File: src/sv/assert_macros.svh
// ---------------------------------------------------------------------------
// assert_macros.svh
// Short forms for the concurrent assertions used in the RTL.
// ---------------------------------------------------------------------------
`ifndef ASSERT_MACROS_SVH
`define ASSERT_MACROS_SVH

// same-cycle implication, checked out of reset
`define ASSERT_IMPLIES(name, clk, rstn, ante, cons) \
    name: assert property (@(posedge clk) disable iff (!(rstn)) (ante) |-> (cons)) \
        else $error("implication check failed");

// next-cycle implication, checked out of reset
`define ASSERT_NEXT(name, clk, rstn, ante, cons) \
    name: assert property (@(posedge clk) disable iff (!(rstn)) (ante) |=> (cons)) \
        else $error("next-cycle check failed");

`endif

File: src/sv/csn_pkg.sv
// ---------------------------------------------------------------------------
// csn_pkg
// Shared widths, codes and control types of the column statistics block.
// ---------------------------------------------------------------------------
`timescale 1ns / 1ps

package csn_pkg;

    // fixed field widths
    localparam int SAMPLE_BITS = 24;
    localparam int FRAC_BITS   = 12;
    localparam int COUNT_W     = 17;
    localparam int SUM_W       = 40;
    localparam int SQ_W        = 63;
    localparam int WIDE_W      = 80;
    localparam int DVS_W       = 33;
    localparam int MUL_W       = 32;
    localparam int NUM_W       = SAMPLE_BITS + 1 + FRAC_BITS;
    localparam int STD_W       = 23;
    localparam int TOL_W       = 13;
    localparam int CAT_W       = 4;
    localparam int TYPE_W      = 2;
    localparam int CFG_W       = 17;
    localparam int CFG_IDX_W   = 2;
    localparam int OUT_BITS    = SAMPLE_BITS * 4 + TYPE_W + STD_W + COUNT_W;
    localparam int OUT_DATA_W  = ((OUT_BITS + 7) / 8) * 8;
    localparam int IN_DATA_W   = ((SAMPLE_BITS + 7) / 8) * 8;

    // parameter defaults
    localparam int MAX_SAMPLES_DEF    = 65536;
    localparam int DISTINCT_SLOTS_DEF = 10;

    // register indexes
    localparam logic [CFG_IDX_W-1:0] REG_SAMPLE_LIMIT      = 2'd0;
    localparam logic [CFG_IDX_W-1:0] REG_MATCH_TOLERANCE   = 2'd1;
    localparam logic [CFG_IDX_W-1:0] REG_MIN_RANGE         = 2'd2;
    localparam logic [CFG_IDX_W-1:0] REG_CATEGORICAL_LIMIT = 2'd3;

    // register reset values
    localparam logic [COUNT_W-1:0] SAMPLE_LIMIT_RST = 17'd1000;
    localparam logic [TOL_W-1:0]   MATCH_TOL_RST    = 13'd4;
    localparam logic [TOL_W-1:0]   MIN_RANGE_RST    = 13'd4;
    localparam logic [CAT_W-1:0]   CAT_LIMIT_RST    = 4'd5;

    typedef enum logic [TYPE_W-1:0] {
        COL_NUMERIC     = 2'd0,
        COL_CATEGORICAL = 2'd1,
        COL_BINARY      = 2'd2
    } col_type_t;

    // datapath operations issued by the controller
    typedef enum logic [4:0] {
        OP_NONE,
        OP_LOAD,
        OP_ACC_MUL,
        OP_ACC_UPD,
        OP_T0,
        OP_T1,
        OP_S0,
        OP_S1,
        OP_S2,
        OP_NN,
        OP_VLOAD,
        OP_DIV,
        OP_MLOAD,
        OP_RUN,
        OP_EMIT_ST,
        OP_XF_LOAD,
        OP_EMIT_XF
    } dp_op_t;

    typedef struct packed {
        dp_op_t op;
    } dp_cmd_t;

    typedef struct packed {
        logic div_done;
        logic sqrt_done;
        logic out_free;
        logic xf_use_div;
        logic last;
    } dp_status_t;

endpackage

File: src/sv/csn_ctrl.sv
// ---------------------------------------------------------------------------
// csn_ctrl
// Sequencer for accumulate, statistics and transform operations.
// ---------------------------------------------------------------------------
`timescale 1ns / 1ps

module csn_ctrl
    import csn_pkg::*;
(
    input  logic       clk,
    input  logic       rst_n,
    input  logic       in_valid,
    input  logic       in_cmd,
    output logic       in_ready,
    input  dp_status_t status,
    output dp_cmd_t    cmd
);

    typedef enum logic [16:0] {
        S_IDLE    = 17'b00000000000000001,
        S_ACC_MUL = 17'b00000000000000010,
        S_ACC_UPD = 17'b00000000000000100,
        S_T0      = 17'b00000000000001000,
        S_T1      = 17'b00000000000010000,
        S_S0      = 17'b00000000000100000,
        S_S1      = 17'b00000000001000000,
        S_S2      = 17'b00000000010000000,
        S_NN      = 17'b00000000100000000,
        S_VLOAD   = 17'b00000001000000000,
        S_VDIV    = 17'b00000010000000000,
        S_MLOAD   = 17'b00000100000000000,
        S_RUN     = 17'b00001000000000000,
        S_EMIT    = 17'b00010000000000000,
        S_XF_LOAD = 17'b00100000000000000,
        S_XF_DIV  = 17'b01000000000000000,
        S_XF_EMIT = 17'b10000000000000000
    } state_t;

    state_t state_reg, state_next;

    // state register
    always_ff @(posedge clk or negedge rst_n)
    begin
        if (!rst_n)
        begin
            state_reg <= S_IDLE;
        end
        else
        begin
            state_reg <= state_next;
        end
    end

    // next state and datapath command
    always_comb
    begin
        state_next = state_reg;
        cmd.op     = OP_NONE;
        in_ready   = 1'b0;
        unique case (state_reg)
            S_IDLE:
            begin
                in_ready = 1'b1;
                if (in_valid)
                begin
                    cmd.op     = OP_LOAD;
                    state_next = in_cmd ? S_XF_LOAD : S_ACC_MUL;
                end
            end
            S_ACC_MUL:
            begin
                cmd.op     = OP_ACC_MUL;
                state_next = S_ACC_UPD;
            end
            S_ACC_UPD:
            begin
                cmd.op     = OP_ACC_UPD;
                state_next = status.last ? S_T0 : S_IDLE;
            end
            S_T0:
            begin
                cmd.op     = OP_T0;
                state_next = S_T1;
            end
            S_T1:
            begin
                cmd.op     = OP_T1;
                state_next = S_S0;
            end
            S_S0:
            begin
                cmd.op     = OP_S0;
                state_next = S_S1;
            end
            S_S1:
            begin
                cmd.op     = OP_S1;
                state_next = S_S2;
            end
            S_S2:
            begin
                cmd.op     = OP_S2;
                state_next = S_NN;
            end
            S_NN:
            begin
                cmd.op     = OP_NN;
                state_next = S_VLOAD;
            end
            S_VLOAD:
            begin
                cmd.op     = OP_VLOAD;
                state_next = S_VDIV;
            end
            S_VDIV:
            begin
                if (status.div_done)
                begin
                    state_next = S_MLOAD;
                end
                else
                begin
                    cmd.op = OP_DIV;
                end
            end
            S_MLOAD:
            begin
                cmd.op     = OP_MLOAD;
                state_next = S_RUN;
            end
            S_RUN:
            begin
                if (status.div_done && status.sqrt_done)
                begin
                    state_next = S_EMIT;
                end
                else
                begin
                    cmd.op = OP_RUN;
                end
            end
            S_EMIT:
            begin
                if (status.out_free)
                begin
                    cmd.op     = OP_EMIT_ST;
                    state_next = S_IDLE;
                end
            end
            S_XF_LOAD:
            begin
                cmd.op     = OP_XF_LOAD;
                state_next = status.xf_use_div ? S_XF_DIV : S_XF_EMIT;
            end
            S_XF_DIV:
            begin
                if (status.div_done)
                begin
                    state_next = S_XF_EMIT;
                end
                else
                begin
                    cmd.op = OP_DIV;
                end
            end
            S_XF_EMIT:
            begin
                if (status.out_free)
                begin
                    cmd.op     = OP_EMIT_XF;
                    state_next = S_IDLE;
                end
            end
            default:
            begin
                state_next = S_IDLE;
            end
        endcase
    end

endmodule

File: config.mk
export PLATFORM = sky130hd
export DESIGN_NAME = csn_ctrl
export DESIGN_NICKNAME = d
export VERILOG_FILES = /design/src/sv/assert_macros.svh /design/src/sv/csn_pkg.sv /design/src/sv/csn_ctrl.sv
export SDC_FILE = /design/constraint.sdc
export NUM_CORES = 1
export LEC_CHECK = 0
export ABC_CLOCK_PERIOD_IN_PS = 2300
export BUFFER_PORTS_ARGS = -buffer_cell sky130_fd_sc_hd__buf_2
export CAP_MARGIN = 20
export CELL_PAD_IN_SITES_DETAIL_PLACEMENT = 0
export CELL_PAD_IN_SITES_GLOBAL_PLACEMENT = 1
export CORE_AREA = 2 2 57 59
export DETAILED_ROUTE_END_ITERATION = 7
export DIE_AREA = 0 0 59 61
export PLACE_DENSITY_LB_ADDON = 0.08
export SLEW_MARGIN = 10
export SYNTH_ARGS = -nofsm -noshare
export SYNTH_HDL_FRONTEND = slang
export SYNTH_SLANG_ARGS = --single-unit
File: constraint.sdc
create_clock -name clk -period 2.3 [get_ports clk]
set_input_delay 0.46 -clock clk [delete_from_list [all_inputs] [get_ports clk]]
set_output_delay 0.46 -clock clk [all_outputs]
set_load 0.01 [all_outputs]
==> results.sh <==
export IMPL_postLayoutCellArea_sq_um=1770
export IMPL_max_freq_mhz=378
export IMPL_gp_congestion=0.836
export IMPL_peakVddDrop_mv=0.497
export IMPL_r2r_end="state_reg[0]"
export IMPL_overflow=0
export IMPL_grt_pass1_wl_um=5300
export IMPL_ys_seq_area_share_pct=38.2
export IMPL_r2r_start="state_reg[9]"
export IMPL_wl_um=3310
export IMPL_yosysTopAreaCell="dfrtp_1"
export IMPL_critical_path_top_delay_family="simple AND/OR/NAND/NOR gates"
export IMPL_cts_htree_levels=1
export IMPL_synthMostInstantiatedCell="dfrtp_1"
export IMPL_final_hold_viol_count=0
export IMPL_synth_distinct_cells=45
export IMPL_post_route_period_util_pct=115
export IMPL_route_detailed_drc=0
export IMPL_cts_made_buffers=3
export IMPL_r2r_slack_ns=0.21
export IMPL_worstMarginPinSlew_ns=0.410
export IMPL_synth_xor_area_share_pct=2.35
export IMPL_diodes=0
export IMPL_dieArea_sq_um=3600
export IMPL_hold_worst_slack_ns=0.0710
export IMPL_slowest_stage="or4_4"
export IMPL_io_pins=15
export IMPL_critPathCapture="cmd[0]"
export IMPL_stdcell_count=210
export IMPL_clkTransAtPathRegs_ns=0.10
export IMPL_clk_path_buf_depth=2
export IMPL_synthArstFlopShare_pct=100
export IMPL_area_growth_pct=58.7
export IMPL_hpwl_um=2520
export IMPL_drive_above_1_share_pct=54.8
export IMPL_dr_pass1_iters=4
export IMPL_setup_ws_ns=-0.344
export IMPL_grt_use_total_pct=19.9
export IMPL_grt_max_degree=18
export IMPL_max_slew_margin_pct=72.6
export IMPL_largest_reg_flops=17
export IMPL_max_stage_delay_ns=0.47
export IMPL_yosys_most_used_dff="dfrtp_1"
export IMPL_core_region_area_sq_um=2950
export IMPL_rsz0062_at_grt="yes"
export IMPL_grt_pass1_vias=1179
export IMPL_netlist_area_sq_um=1120
export IMPL_critPathBufInv=1
export IMPL_timing_critical_path_mode_cell="nand2_1"
export IMPL_die_h_um=61
export IMPL_slew_viol_final=0
export IMPL_utilization_pct=60.0
export IMPL_ys_top_cells_by_count="dfrtp_1, nand2_1, nor4_1"
export IMPL_dpl_cell_count=195
export IMPL_syn_nets=120
export IMPL_required_ns=1.84
export IMPL_start_kind="flop"
export IMPL_crit_arrival_ns=2.18
export IMPL_synth_warnings=0
export IMPL_antenna_found_initial=0
export IMPL_postSynthAreaPerCell_sq_um=10.1
export IMPL_synth_edf_count=0
export IMPL_detail_route_wl_per_cell_um=15.7
export IMPL_synth_top_area_share_pct=35.9
export IMPL_fin_skew_ns=0.000493
export IMPL_synth_simple_gate_area_share_pct=42.7
export IMPL_r2r_cells=8
export IMPL_cts_tree="done"
export IMPL_status="complete, but fails checks"
export IMPL_p_leak_nw=0.850
export IMPL_hold_path_class="primary input to asynchronous set/reset pin"
export IMPL_cts_sinks=17
export IMPL_portBuffers=14
export IMPL_synth_adder_area_share_pct=0
export IMPL_worstSetupPathType="flop to output pin"
export IMPL_fin_nets=187
export IMPL_viasPerCell=5.60
export IMPL_path_depth=7
export IMPL_dpl_cell_area_sq_um=1500
export IMPL_start_util_pct=37.8
export IMPL_synth_compound_area_share_pct=14.2
export IMPL_drt_antenna_violating_nets=0
export IMPL_critPathMaxFanout=3
export IMPL_num_rows=20
export IMPL_synth_seq_cells=17
export IMPL_violations="negative setup slack"
export IMPL_synth_cells=111
export IMPL_clk_latency_ns=0.29
export IMPL_cts_root_buf="clkbuf_4"
export IMPL_crit_path_end_kind="output pin"
export IMPL_worstPathCellList="nor4_4 -> nand2_1 -> or4_4 -> nor3b_4 -> a2111oi_4 -> nand2_1 -> buf_2"
export IMPL_synth_top_family_by_area="simple AND/OR/NAND/NOR gates"
export IMPL_via_count=1177
export IMPL_dieWidth_um=59
export IMPL_synth_mux_area_share_pct=0
export IMPL_synth_area_top_cells="dfrtp_1, nor4_4, nor4_1"
export IMPL_drtIter0Drc=60
export IMPL_min_period_ns=2.64
export IMPL_crit_start="state_reg[9]"
export IMPL_setup_violations=6
export IMPL_cap_violations=0
export IMPL_pwr_density_cell_nw_per_um2=865
power breakdown:
| group | total (mW) | switching, mW | leakage (nW) | internal (mW) |
|---|---|---|---|---|
| Combinational | 1.01 | 0.465 | 0.600 | 0.547 |
| Sequential | 0.355 | 0.0241 | 0.233 | 0.331 |
| Clock | 0.164 | 0.0989 | 0.0177 | 0.0648 |
cell type report:
type	count	area [sq um]
multi-input combinational	89	798
sequential	17	427
timing repair buffer	64	467
clock inverter	1	5.00
fill	274	1180
tap	33	41.3
clock buffer	3	22.5
inverter	3	11.3
repair_timing:
action                                  in CTS  in global routing
pin swaps                                   14                  6
endpoints found under the setup margin       6                  6
resized for setup                           20                  9
hold buffers                                 0                  0
setup buffers                                7                  4
worst min-delay path by stage:
stage               endpoint  startpoint  cells after the start  slack, ns
4_1_cts        state_reg[15]       rst_n                      1       0.08
6_report       state_reg[13]       rst_n                      1       0.07
3_5_place_dp   state_reg[13]       rst_n                      1       0.41
2_1_floorplan  state_reg[10]       rst_n                      0       0.16
5_1_grt        state_reg[15]       rst_n                      1       0.10
3_3_place_gp   state_reg[13]       rst_n                      1       0.41
cells in the final DEF (no fill, tap or decap), drive strengths merged, types with 2 or more instances in the layout:
master   n
nand2b   5
and4     2
nand3    2
nand2   11
nor4    12
nand4    7
or3      2
dfrtp   16
clkbuf   3
a21oi    4
inv      3
xor2     2
buf     64
o21ai    4
nor3     3
nor3b    7
nor2     7
cell families after synthesis:
logic type / Yosys count
AND/OR/NAND/NOR: 68
AO/OA/AOI/OAI: 18
flip-flops: 17
buffers and inverters: 5
XOR/XNOR: 3
per-layer routing:
layer	wire length [um]	track usage, %	up-vias
met4	34	5.84	0
met2	1670	36.7	26
met3	98	2.35	5
li1	-	-	568
met5	0	0	-
met1	1510	24.5	578
per-stage QoR:
step	setup slack (ns)	setup TNS [ns]	total power [mW]
floorplan	0.0306	0	0.805
global placement	-0.0874	-0.127	1.08
detailed placement	-0.0817	-0.127	1.08
CTS	-0.317	-1.28	1.43
global route	-0.440	-1.79	1.62
finish	-0.344	-1.27	1.53
No activity file was read; power rests on OpenSTA's default activity.
